`config.mk`:
```
export PLATFORM = sky130hd
export DESIGN_NAME = dgas_row_mem
export DESIGN_NICKNAME = d
export VERILOG_FILES = /design/src/design/dgas_pkg.sv /design/src/design/dgas_row_mem.sv
export SDC_FILE = /design/constraint.sdc
export NUM_CORES = 2
export LEC_CHECK = 0
export ABC_CLOCK_PERIOD_IN_PS = 2650
export BUFFER_PORTS_ARGS = -buffer_cell sky130_fd_sc_hd__buf_2
export CAP_MARGIN = 20
export CORE_MARGIN = 1
export CORE_UTILIZATION = 38
export CTS_BUF_LIST = sky130_fd_sc_hd__clkbuf_4 sky130_fd_sc_hd__clkbuf_8
export CTS_CLUSTER_DIAMETER = 80
export DETAILED_ROUTE_END_ITERATION = 10
export GPL_TIMING_DRIVEN = 0
export MAX_ROUTING_LAYER = met4
export PLACE_DENSITY = 0.61
export SYNTH_ARGS = -nofsm -noshare
export SYNTH_HDL_FRONTEND = slang
export SYNTH_SLANG_ARGS = --single-unit
```
`constraint.sdc`:
```
create_clock -name clk_i -period 2.65 [get_ports clk_i]
set_clock_uncertainty 0.15 [all_clocks]
set_input_delay 0.1325 -clock clk_i [delete_from_list [all_inputs] [get_ports clk_i]]
set_output_delay 0.1325 -clock clk_i [all_outputs]
set_load 0.01 [all_outputs]
```
`src/design/dgas_pkg.sv`:
```
package dgas_pkg;

  localparam int unsigned MaxVertices = 64;
  localparam int unsigned VertW = $clog2(MaxVertices);
  localparam int unsigned CountW = VertW + 1;
  localparam int unsigned RowW = MaxVertices;
  localparam int unsigned ApbDataW = 32;
  localparam int unsigned ApbAddrW = 3;

  localparam logic [CountW-1:0] MaxCount = CountW'(MaxVertices);

  typedef enum logic [2:0] {
    OP_ADD_EDGE   = 3'd0,
    OP_DEL_EDGE   = 3'd1,
    OP_QUERY_EDGE = 3'd2,
    OP_ADD_VERTEX = 3'd3,
    OP_DEL_VERTEX = 3'd4
  } op_e;

  typedef struct packed {
    logic            re;
    logic [VertW-1:0] raddr;
    logic            we;
    logic [VertW-1:0] waddr;
    logic [RowW-1:0]  wdata;
  } mem_req_t;

  function automatic logic [RowW-1:0] row_bit(input logic [VertW-1:0] idx);
    row_bit = RowW'(1) << idx;
  endfunction

endpackage

```
`src/design/dgas_row_mem.sv`:
```
module dgas_row_mem
  import dgas_pkg::*;
(
  input  logic            clk_i,
  input  logic            rst_ni,
  input  logic            clear_i,
  input  mem_req_t        req_i,
  output logic [RowW-1:0] rdata_o
);

  logic [RowW-1:0] mem [MaxVertices];
  logic [MaxVertices-1:0] valid_q;
  logic [RowW-1:0] rdata_q;
  logic rd_valid_q;

  always_ff @(posedge clk_i) begin
    if (req_i.we) begin
      mem[req_i.waddr] <= req_i.wdata;
    end
    if (req_i.re) begin
      rdata_q <= mem[req_i.raddr];
    end
  end

  // rows never written since the last clear read as zero
  always_ff @(posedge clk_i or negedge rst_ni) begin
    if (!rst_ni) begin
      valid_q <= '0;
      rd_valid_q <= 1'b0;
    end else if (clear_i) begin
      valid_q <= '0;
      rd_valid_q <= 1'b0;
    end else begin
      if (req_i.we) begin
        valid_q[req_i.waddr] <= 1'b1;
      end
      if (req_i.re) begin
        rd_valid_q <= valid_q[req_i.raddr];
      end
    end
  end

  assign rdata_o = rd_valid_q ? rdata_q : '0;

endmodule

```
==> metrics.yaml <==
route:
  vias: 75622
  vias_per_cell: 5.52
  firstDrtPassIters: 5
  drt-total-wl_um: 421000
  top_layer_used: "met4"
  wl_met1_um: 167000
  route.met3.wl_um: 30400
  drc_errors: 0
  wl_met2_um: 211000
  wl_per_cell_um: 30.7
  antenna_left: 0
  drtIter0Drc: 8602
cells_and_area:
  nNetsFinal: 7732
  n_fill_cell: 34214
  final_cells: 13690
  final_area_mm2: 0.189
  layout-drive-gt1-share: 0.378
  area_delta_synth_final_pct: 18.3
synth:
  ys_types: 35
  netlist_area_mm2: 0.160
  avgSynthCellArea_um2: 25.1
  synthCells: 6377
  synth_ff_type: "edfxtp_1"
  synth_edf_count: 4160
  yosysTopAreaCellShare: 0.781
  synth_top_area_cell: "edfxtp_1"
  ys_top_cells_by_count: "edfxtp_1 (4,160), mux4_2 (1,293), nor2_1 (188), clkbuf_1 (168), a22oi_1 (128)"
  synthTopCellsByArea: "edfxtp_1 (78%), mux4_2 (18%), dfrtp_1 (1.0%)"
  synth.net_count: 6458
  ys_seq_area_frac: 0.791
  synth.most_common_cell: "edfxtp_1"
  synthArstFlopShare: 0.0154
  ys_warn_count: 0
  synth-seq-cells: 4225
setup_path:
  path_cells: "clkbuf_16, buf_12, buf_12, buf_8, and2_1, buf_2"
  required_ns: 2.37
  r2r_start: "mem[62][24]"
  worstSetupPathDepth: 6
  critical_path.max_stage_delay_ns: 0.44
  arrival_ns: 2.56
  cp_top_family: "buffers and inverters"
  critPathCapture: "rdata_o[28]"
  rrSetupSlack_ns: 0.13
  crit_buf_inv: 5
  crit_start: "rd_valid_q"
  reg2regPathDepth: 4
  crit_type: "register to primary output"
  cp_common_cell: "buf_12"
  start_kind: "register"
  reg2reg_to: "rdata_q[24]"
  cp_max_fo: 6
  crit_slowest_cell: "dfrtp_2"
  end_kind: "primary output"
worst_hold_path:
  hp-class: "primary input to register"
global_route:
  grt_max_degree: 65
  grt.overflow.total: 0
  grt_pass1_vias: 78869
  grt_pass1_wl_um: 589000
  grt_usage: 0.202
  antenna_found_initial: 28
placed_design:
  dp_slack_ns: -2.56
  dp_cells: 12241
  gp_congestion: 0.773
  io_buffers: 138
  place_area_mm2: 0.173
  detailed_place_hpwl_um: 285000
sta:
  rsz0062_at_grt: "true"
  finalSetupViolCount: 105
  setup_ws_ns: -0.196
  hold_violations: 0
  timing.final.crit_period_ns: 2.85
  worst_pin_slew_ns: 1.15
  slew_violations: 0
  min_period_over_period: 1.07
  slew_headroom: 0.236
  max_freq_mhz: 351
die:
  initial_core_util: 0.383
  core_area_mm2: 0.418
  chipWidth_um: 651
  io_pins: 145
  fp-row-count: 237
  die-area_mm2: 0.423
  fp.dieH_um: 651
power_and_ir_drop:
  ir_worst_vdd_uv: 509
  cellPowerDensity_mw_per_mm2: 716
  leakagePower_nw: 59.7
clock_tree:
  cts.clk_slew.worst_paths_ns: 0.06
  clock-sinks: 4225
  htreeDepth: 6
  clk_latency_ns: 1.23
  cts-buffers-inserted: 671
  cts_buffer_depth: 4
  root_buffer: "clkbuf_8"
  cts_tree: "built"
run_status:
  outcome: "finished with violations"
  violations: "negative setup slack"
flow_run:
  maxCapViolations: 0
## routing by layer
metal,vias to the layer above,global-route usage
met5,-,-
met4,0,0.0555
met3,638,0.0353
met2,3305,0.332
met1,41244,0.260
li1,30435,-
## sequential cells by signal (all words and copies together), names as in the netlist
name        count
mem          4096
valid_q        64
rdata_q        64
rd_valid_q      1
## worst register-to-register path, delay by kind of cell (launching register included)
| family | cells | cell delay (ns) |
|---|---|---|
| AOI/OAI and AO/OA | 1 | 0.39 |
| DFF | 1 | 0.36 |
| and+or+nand+nor | 1 | 0.24 |
| muxes | 2 | 1.06 |
## repair_timing
item	in CTS	in global routing
endpoints found under the setup margin	128	333
endpoints found under the hold margin	6355	780
hold buffers	160	13
buffers inserted	5	40
gates cloned	4	1
gates resized for setup	162	53
pin swaps	0	8
## through the flow
step	power (mW)	TNS [ns]	hold WS [ns]	utilization
2_1_floorplan	79.1	-91.50	-0.313	-
3_3_place_gp	82.1	-7290.16	0.305	0.402
3_5_place_dp	82.5	-852.78	0.0411	0.414
4_1_cts	137	-24.71	0.00163	0.450
5_1_grt	140	-12.62	-0.0145	0.453
6_report	136	-10.33	0.0228	0.453
## cell usage in the layout, fill, tap and decap left out, types with 28 or more instances in the layout
| cell type | Yosys | layout |
|---|---|---|
| nor2_1 | 188 | 128 |
| a22oi_1 | 128 | 126 |
| clkbuf_4 | 0 | 229 |
| clkbuf_8 | 0 | 688 |
| and2_1 | 67 | 28 |
| nand2_1 | 78 | 77 |
| buf_6 | 7 | 57 |
| mux4_2 | 1293 | 1293 |
| nor2_4 | 0 | 60 |
| buf_12 | 0 | 191 |
| dlygate4sd3_1 | 0 | 160 |
| buf_4 | 7 | 45 |
| buf_2 | 107 | 207 |
| buf_16 | 0 | 52 |
| and2_4 | 0 | 39 |
| clkbuf_2 | 0 | 47 |
| clkinv_2 | 0 | 56 |
| clkinv_1 | 0 | 168 |
| dfrtp_1 | 65 | 64 |
| clkbuf_1 | 168 | 96 |
| buf_1 | 51 | 32 |
| edfxtp_1 | 4160 | 4160 |
## cell families (layout without fill, tap and decap cells)
kind of cell | count (synthesis) | count (layout) | synth area share
DFF | 4225 | 4225 | 0.791
other | 0 | 25 | 0
AOI/OAI and AO/OA | 141 | 141 | 0.00661
muxes | 1304 | 1304 | 0.183
and+or+nand+nor | 365 | 366 | 0.0101
buffers and inverters | 342 | 2132 | 0.00936
## how the worst min path moves through the flow
| stage | start | endpoint | slack, ns | cells past startpoint |
|---|---|---|---|---|
| after floorplan | rst_ni | rd_valid_q | -0.31 | 0 |
| after global placement | clear_i | rd_valid_q | 0.30 | 3 |
| after detailed placement | rst_ni | valid_q[56] | 0.04 | 1 |
| after CTS | req_i[66] | mem[53][0] | 0.002 | 6 |
| after global routing | req_i[66] | mem[52][60] | -0.01 | 5 |
| final | req_i[66] | mem[52][60] | 0.02 | 5 |
## cell type report
| cell class | instances | area, um^2 | share of cell area |
|---|---|---|---|
| Sequential cell | 4225 | 127000 | 0.669 |
| Multi-Input combinational cell | 1811 | 32600 | 0.172 |
| Clock buffer | 900 | 11000 | 0.0583 |
| Timing Repair Buffer | 605 | 8500 | 0.0449 |
| Tap cell | 5497 | 6880 | 0.0363 |
| Clock inverter | 290 | 1880 | 0.00992 |
| Buffer | 335 | 1820 | 0.00961 |
| Antenna cell | 25 | 62.6 | 0.000331 |
| Inverter | 2 | 7.51 | 0.0000397 |
## where the power goes
group          switching (mW)  total [mW]  internal [mW]
Clock                    25.7        54.1           28.4
Combinational            4.30        7.30           3.00
Sequential              0.128        74.1           74.0
Total                    30.1         136            105
Note: power is estimated with default switching activity, not from simulation.
