--- src/design/dgas_pkg.sv ---
package dgas_pkg;

  localparam int unsigned MaxVertices = 64;
  localparam int unsigned VertW = $clog2(MaxVertices);
  localparam int unsigned CountW = VertW + 1;
  localparam int unsigned RowW = MaxVertices;
  localparam int unsigned ApbDataW = 32;
  localparam int unsigned ApbAddrW = 3;

  localparam logic [CountW-1:0] MaxCount = CountW'(MaxVertices);

  typedef enum logic [2:0] {
    OP_ADD_EDGE   = 3'd0,
    OP_DEL_EDGE   = 3'd1,
    OP_QUERY_EDGE = 3'd2,
    OP_ADD_VERTEX = 3'd3,
    OP_DEL_VERTEX = 3'd4
  } op_e;

  typedef struct packed {
    logic            re;
    logic [VertW-1:0] raddr;
    logic            we;
    logic [VertW-1:0] waddr;
    logic [RowW-1:0]  wdata;
  } mem_req_t;

  function automatic logic [RowW-1:0] row_bit(input logic [VertW-1:0] idx);
    row_bit = RowW'(1) << idx;
  endfunction

endpackage

--- src/design/dgas_ctrl.sv ---
module dgas_ctrl
  import dgas_pkg::*;
(
  input  logic              clk_i,
  input  logic              rst_ni,
  input  logic              start_i,
  input  logic [2:0]        op_i,
  input  logic [VertW-1:0]  vertex_a_i,
  input  logic [VertW-1:0]  vertex_b_i,
  input  logic              cfg_we_i,
  input  logic [CountW-1:0] cfg_count_i,
  input  logic [RowW-1:0]   mem_rdata_i,
  output mem_req_t          mem_req_o,
  output logic              busy_o,
  output logic              result_valid_o,
  output logic              edge_present_o,
  output logic [CountW-1:0] vertex_count_o
);

  typedef enum logic [3:0] {
    S_IDLE,
    S_EDGE_A,
    S_EDGE_RB,
    S_EDGE_B,
    S_LOAD_A,
    S_SCAN1,
    S_RD_R,
    S_LOAD_R,
    S_SCAN2,
    S_COPY
  } state_e;

  state_e state_q;
  op_e op_q;
  logic [VertW-1:0] a_q, b_q;
  logic [RowW-1:0] row_q;
  logic [CountW-1:0] scan_q;
  logic pend_q;
  logic [VertW-1:0] pn_q;
  logic [CountW-1:0] count_q;
  logic res_valid_q, present_q;
  logic [CountW-1:0] count_out_q;

  logic scan_done, issue;
  logic [CountW-1:0] count_inc, count_dec;
  logic self_add;

  assign scan_done = scan_q[CountW-1];
  assign issue = !scan_done && row_q[scan_q[VertW-1:0]];
  assign count_inc = (count_q < MaxCount) ? count_q + CountW'(1) : count_q;
  assign count_dec = (count_q != '0) ? count_q - CountW'(1) : count_q;
  assign self_add = (vertex_a_i == vertex_b_i);

  always_comb begin
    mem_req_o = '0;
    case (state_q)
      S_IDLE: begin
        if (start_i) begin
          case (op_e'(op_i))
            OP_ADD_EDGE: begin
              mem_req_o.re = !self_add;
              mem_req_o.raddr = vertex_a_i;
            end
            OP_DEL_EDGE, OP_QUERY_EDGE, OP_DEL_VERTEX: begin
              mem_req_o.re = 1'b1;
              mem_req_o.raddr = vertex_a_i;
            end
            OP_ADD_VERTEX: begin
              mem_req_o.we = 1'b1;
              mem_req_o.waddr = vertex_a_i;
              mem_req_o.wdata = '0;
            end
            default: ;
          endcase
        end
      end
      S_EDGE_A: begin
        mem_req_o.we = (op_q != OP_QUERY_EDGE);
        mem_req_o.waddr = a_q;
        mem_req_o.wdata = (op_q == OP_ADD_EDGE) ? (mem_rdata_i | row_bit(b_q))
                                                : (mem_rdata_i & ~row_bit(b_q));
      end
      S_EDGE_RB, S_RD_R: begin
        mem_req_o.re = 1'b1;
        mem_req_o.raddr = b_q;
      end
      S_EDGE_B: begin
        mem_req_o.we = 1'b1;
        mem_req_o.waddr = b_q;
        mem_req_o.wdata = (op_q == OP_ADD_EDGE) ? (mem_rdata_i | row_bit(a_q))
                                                : (mem_rdata_i & ~row_bit(a_q));
      end
      S_SCAN1, S_SCAN2: begin
        // write back row read last cycle while reading the next neighbor row
        mem_req_o.we = pend_q;
        mem_req_o.waddr = pn_q;
        mem_req_o.wdata = (state_q == S_SCAN1) ?
            (mem_rdata_i & ~row_bit(a_q)) :
            ((mem_rdata_i & ~row_bit(b_q)) | row_bit(a_q));
        mem_req_o.re = issue;
        mem_req_o.raddr = scan_q[VertW-1:0];
      end
      S_COPY: begin
        mem_req_o.we = 1'b1;
        mem_req_o.waddr = a_q;
        mem_req_o.wdata = row_q;
      end
      default: ;
    endcase
  end

  always_ff @(posedge clk_i or negedge rst_ni) begin
    if (!rst_ni) begin
      state_q <= S_IDLE;
      op_q <= OP_ADD_EDGE;
      a_q <= '0;
      b_q <= '0;
      row_q <= '0;
      scan_q <= '0;
      pend_q <= 1'b0;
      pn_q <= '0;
      count_q <= '0;
      res_valid_q <= 1'b0;
      present_q <= 1'b0;
      count_out_q <= '0;
    end else begin
      res_valid_q <= 1'b0;
      present_q <= 1'b0;
      case (state_q)
        S_IDLE: begin
          if (cfg_we_i) begin
            count_q <= (cfg_count_i > MaxCount) ? MaxCount : cfg_count_i;
          end
          if (start_i) begin
            op_q <= op_e'(op_i);
            a_q <= vertex_a_i;
            b_q <= vertex_b_i;
            case (op_e'(op_i))
              OP_ADD_EDGE: begin
                if (self_add) begin
                  res_valid_q <= 1'b1;
                  count_out_q <= count_q;
                end else begin
                  state_q <= S_EDGE_A;
                end
              end
              OP_DEL_EDGE, OP_QUERY_EDGE: state_q <= S_EDGE_A;
              OP_DEL_VERTEX: state_q <= S_LOAD_A;
              OP_ADD_VERTEX: begin
                count_q <= count_inc;
                res_valid_q <= 1'b1;
                count_out_q <= count_inc;
              end
              default: begin
                res_valid_q <= 1'b1;
                count_out_q <= count_q;
              end
            endcase
          end
        end
        S_EDGE_A: begin
          if (op_q == OP_QUERY_EDGE) begin
            res_valid_q <= 1'b1;
            present_q <= mem_rdata_i[b_q];
            count_out_q <= count_q;
            state_q <= S_IDLE;
          end else begin
            state_q <= S_EDGE_RB;
          end
        end
        S_EDGE_RB: state_q <= S_EDGE_B;
        S_EDGE_B: begin
          res_valid_q <= 1'b1;
          count_out_q <= count_q;
          state_q <= S_IDLE;
        end
        S_LOAD_A: begin
          row_q <= mem_rdata_i;
          scan_q <= '0;
          pend_q <= 1'b0;
          state_q <= S_SCAN1;
        end
        S_SCAN1, S_SCAN2: begin
          pend_q <= issue;
          pn_q <= scan_q[VertW-1:0];
          if (!scan_done) begin
            scan_q <= scan_q + CountW'(1);
            // the replacement row changes under the scan when it is its own neighbor
            if (state_q == S_SCAN2 && issue && scan_q[VertW-1:0] == b_q) begin
              row_q <= (row_q & ~row_bit(b_q)) | row_bit(a_q);
            end
          end else if (state_q == S_SCAN2) begin
            state_q <= S_COPY;
          end else if (a_q == b_q) begin
            count_q <= count_dec;
            res_valid_q <= 1'b1;
            count_out_q <= count_dec;
            state_q <= S_IDLE;
          end else begin
            state_q <= S_RD_R;
          end
        end
        S_RD_R: state_q <= S_LOAD_R;
        S_LOAD_R: begin
          row_q <= mem_rdata_i;
          scan_q <= '0;
          pend_q <= 1'b0;
          state_q <= S_SCAN2;
        end
        S_COPY: begin
          count_q <= count_dec;
          res_valid_q <= 1'b1;
          count_out_q <= count_dec;
          state_q <= S_IDLE;
        end
        default: state_q <= S_IDLE;
      endcase
    end
  end

  assign busy_o = (state_q != S_IDLE);
  assign result_valid_o = res_valid_q;
  assign edge_present_o = present_q;
  assign vertex_count_o = count_out_q;

endmodule

--- config.mk ---
export PLATFORM = sky130hd
export DESIGN_NAME = dgas_ctrl
export DESIGN_NICKNAME = d
export VERILOG_FILES = /design/src/design/dgas_pkg.sv /design/src/design/dgas_ctrl.sv
export SDC_FILE = /design/constraint.sdc
export NUM_CORES = 1
export LEC_CHECK = 0
export ABC_AREA = 1
export BUFFER_PORTS_ARGS = -buffer_cell sky130_fd_sc_hd__buf_2
export CELL_PAD_IN_SITES_DETAIL_PLACEMENT = 1
export CELL_PAD_IN_SITES_GLOBAL_PLACEMENT = 1
export CORE_MARGIN = 5
export CORE_UTILIZATION = 35
export CTS_CLUSTER_DIAMETER = 100
export DETAILED_ROUTE_END_ITERATION = 7
export PLACE_DENSITY_LB_ADDON = 0.1
export SYNTH_ARGS = -nofsm -noshare
export SYNTH_HDL_FRONTEND = slang
export SYNTH_SLANG_ARGS = --single-unit
--- constraint.sdc ---
create_clock -name clk_i -period 2.9 [get_ports clk_i]
set_clock_uncertainty 0.1 [all_clocks]
set_input_delay 0.58 -clock clk_i [delete_from_list [all_inputs] [get_ports clk_i]]
set_output_delay 0.58 -clock clk_i [all_outputs]
set_load 0.02 [all_outputs]
==> impl_metrics.py <==
metrics = {
    "run_status": {
        "status": "finished with violations",
        "violations": "negative setup slack",
    },
    "worst_setup_path": {
        "crit_chain": "nor2_4 -> nand3_2 -> nor2_1 -> inv_1 -> nor2_1 -> inv_1 -> nand2_1 -> a21oi_1 -> o21ai_1 -> o2111ai_2 -> buf_6",
        "worst-path-buf-inv": 3,
        "crit_type": "reg2out",
        "r2r_cells": 16,
        "startpoint_type": "register",
        "crit_family": "simple AND/OR/NAND/NOR gates",
        "cp.arrival_ns": 2.54,
        "crit-reg2reg-launch": "scan_q[0]",
        "cp.required_ns": 2.22,
        "slowest_delay_ns": 0.48,
        "end_kind": "output pin",
        "r2r_slack_ns": 0.16,
        "cp_max_fo": 5,
        "path_depth": 11,
        "startpoint": "a_q[1]",
        "r2r-end": "row_q[29]",
        "critical-path-slowest-cell": "dfrtp_2",
    },
    "logic_synthesis": {
        "ys_types": 45,
        "syn_avg_cell_area_um2": 5.80,
        "synthFlopType": "dfrtp_1",
        "syn-cell-area_um2": 12800,
        "seq_area_frac_synth_pct": 22.1,
        "yosys_warnings": 0,
        "syn_inst": 2205,
        "syn-num-nets": 2298,
        "yosys_register_bits": 113,
        "synth_edf_count": 0,
        "synth-async-reset-ratio_pct": 100,
    },
    "sta": {
        "relSlewSlack_pct": 43.3,
        "timing.final.crit_share_pct": 111,
        "hold_viol": 0,
        "fmax_mhz": 310,
        "hold_ws_ns": 0.0554,
        "rsz0062_at_grt": "true",
        "tightest_slew_ns": 0.851,
        "setup_viol": 61,
        "slew_viol_final": 0,
        "fin_crit_ns": 3.22,
        "final.setup.worst_slack_ns": -0.324,
    },
    "finish": {
        "seq_area_um2": 2840,
        "layout.cells.non_filler": 2910,
        "layout.nets": 2521,
        "layout-drive-gt1-share_pct": 33.0,
        "finalCoreUtilization_pct": 50.2,
        "multiInputGateArea_um2": 10300,
        "mostFrequentLayoutCells": "502 x nand2_1, 193 x o21ai_0, 157 x inv_1",
        "nFillCells": 4735,
        "area_growth_pct": 42.5,
        "final_common_cell": "nand2_1",
    },
    "floorplanning": {
        "fp.dieH_um": 201,
        "rows": 70,
        "coreArea_um2": 36300,
        "ios": 178,
        "start_util_pct": 35.2,
        "die_area_um2": 40500,
        "dieWidth_um": 201,
    },
    "place": {
        "placed_cells_incl_taps": 2812,
        "io_buffers": 177,
        "gp_congestion": 0.980,
        "dp_hpwl_um": 52000,
    },
    "power_and_ir_drop": {
        "power_density_nw_per_um2": 1080,
        "leakage_uw": 0.00776,
        "vdd_drop_max_mv": 0.656,
    },
    "drt": {
        "drtPass1Iterations": 6,
        "dr_total_vias": 18038,
        "drtAntennaViolNets": 0,
        "remaining_drc_errors": 0,
        "vias_per_cell": 6.20,
        "routed_wl_um": 76000,
        "avgRoutedWirePerCell_um": 26.1,
        "drtIter0Drc": 1667,
    },
    "clocking": {
        "cts_root_buf": "clkbuf_16",
        "ctsHoldBuffers": 0,
        "clkLatencyLatePin_ns": 0.46,
        "cts_sinks": 113,
        "cts_buffer_depth": 2,
        "numCtsBuffers": 17,
        "clk_pin_slew_ns": 0.06,
        "h-tree-depth": 4,
        "cts_tree": "yes",
    },
    "global_route": {
        "busiest_layer": "met2",
        "grtUsageMet2_pct": 56.3,
        "grt_pass1_vias": 17971,
        "antenna_found_initial": 0,
        "grt_util_met3_pct": 5.96,
        "grt_max_degree": 70,
        "grt_util_met1_pct": 46.3,
        "overflow": 0,
        "grt_pass1_wl_um": 112000,
        "grtUsageTotal_pct": 35.5,
    },
    "min_path": {
        "min_path_type": "in2async",
    },
    "flow_run": {
        "maxCapViolations": 0,
    },
}
==> state kept, by name (all words and copies together), names as in the netlist <==
register	flops
count_q	7
pend_q	1
row_q	64
edge_present_o	1
scan_q	7
result_valid_o	1
state_q	4
a_q	6
pn_q	6
op_q	3
b_q	6
vertex_count_o	7
==> logic make-up (layout without fill, tap and decap cells) <==
family	after synthesis	after routing	synth area share, %
fa+ha+maj	3	3	0.293
simple gates	1116	1116	36.4
xor+xnor	20	20	1.37
flops	113	113	22.1
compound gates	595	595	27.8
other cells	0	1	0
buf+inv	358	594	12.0
==> worst max-delay path by stage <==
stage | endpoint | slack, ns
6_report | mem_req_o[44] | -0.32
5_1_grt | mem_req_o[44] | -0.38
4_1_cts | mem_req_o[24] | -0.20
3_5_place_dp | mem_req_o[32] | -0.05
3_3_place_gp | mem_req_o[32] | -0.02
2_1_floorplan | mem_req_o[71] | 0.33
==> power breakdown <==
group          switching, µW  internal, µW  leakage [µW]  total (µW)
clock                    955          1450      0.000300        2400
sequential               921          2220       0.00144        3140
combinational           9320          4890       0.00602       14200
==> through the flow <==
step | setup WS, ns | power (µW) | instance area, µm² | setup TNS (ns)
finish | -0.324 | 19800 | 18200 | -7.66
global route | -0.375 | 20600 | 18200 | -15.08
CTS | -0.196 | 18100 | 16900 | -5.63
detailed placement | -0.0500 | 14000 | 14600 | -0.0500
global placement | -0.0199 | 13700 | 14600 | -0.0199
floorplan | 0.331 | 9460 | 12800 | 0
==> final cells by class <==
| type | instances | area share [%] |
|---|---|---|
| multi-input combinational | 1734 | 56.3 |
| clock inverter | 15 | 1.15 |
| inverter | 212 | 4.73 |
| antenna | 1 | 0.0137 |
| sequential | 113 | 15.6 |
| tap | 468 | 3.21 |
| clock buffer | 17 | 2.33 |
| timing repair buffer | 350 | 16.7 |
==> synthesized netlist by cell type (all sizes together), types with 16 or more instances <==
cell type	instances	area, µm²
dfrtp	113	2830
o21ai	268	1350
buf	74	465
a21oi	111	556
nand3	187	986
inv	208	783
o2111ai	58	508
nand2	586	2220
o211ai	68	510
nor2	290	1130
a211oi	16	120
a31oi	25	156
clkbuf	72	270
nand4	22	138
nor3	19	111
==> metal layers <==
metal	share of wire (%)	vias up
li1	-	7915
met1	41	8931
met2	45	932
met3	7.7	260
met4	6.1	0
met5	0	-
==> what timing repair did <==
action	CTS	global route
setup buffers	38	27
endpoints found under the setup margin	78	78
gates resized for setup	381	340
gates cloned	5	0
pin swaps	57	101
==> worst register-to-register path, cell delays in order (launching register included) <==
cell      delay (ns)
dfrtp_2         0.46
clkinv_4        0.12
buf_8           0.15
nand2_1         0.06
nand3_1         0.10
nand3_2         0.13
nand2_1         0.10
nand2_1         0.06
nand3_1         0.08
nand3_1         0.10
nand2_2         0.14
buf_4           0.14
nand3_2         0.28
nand2_4         0.21
buf_12          0.24
nand2_1         0.16
nand2_1         0.07
No activity file was read; power rests on OpenSTA's default activity.
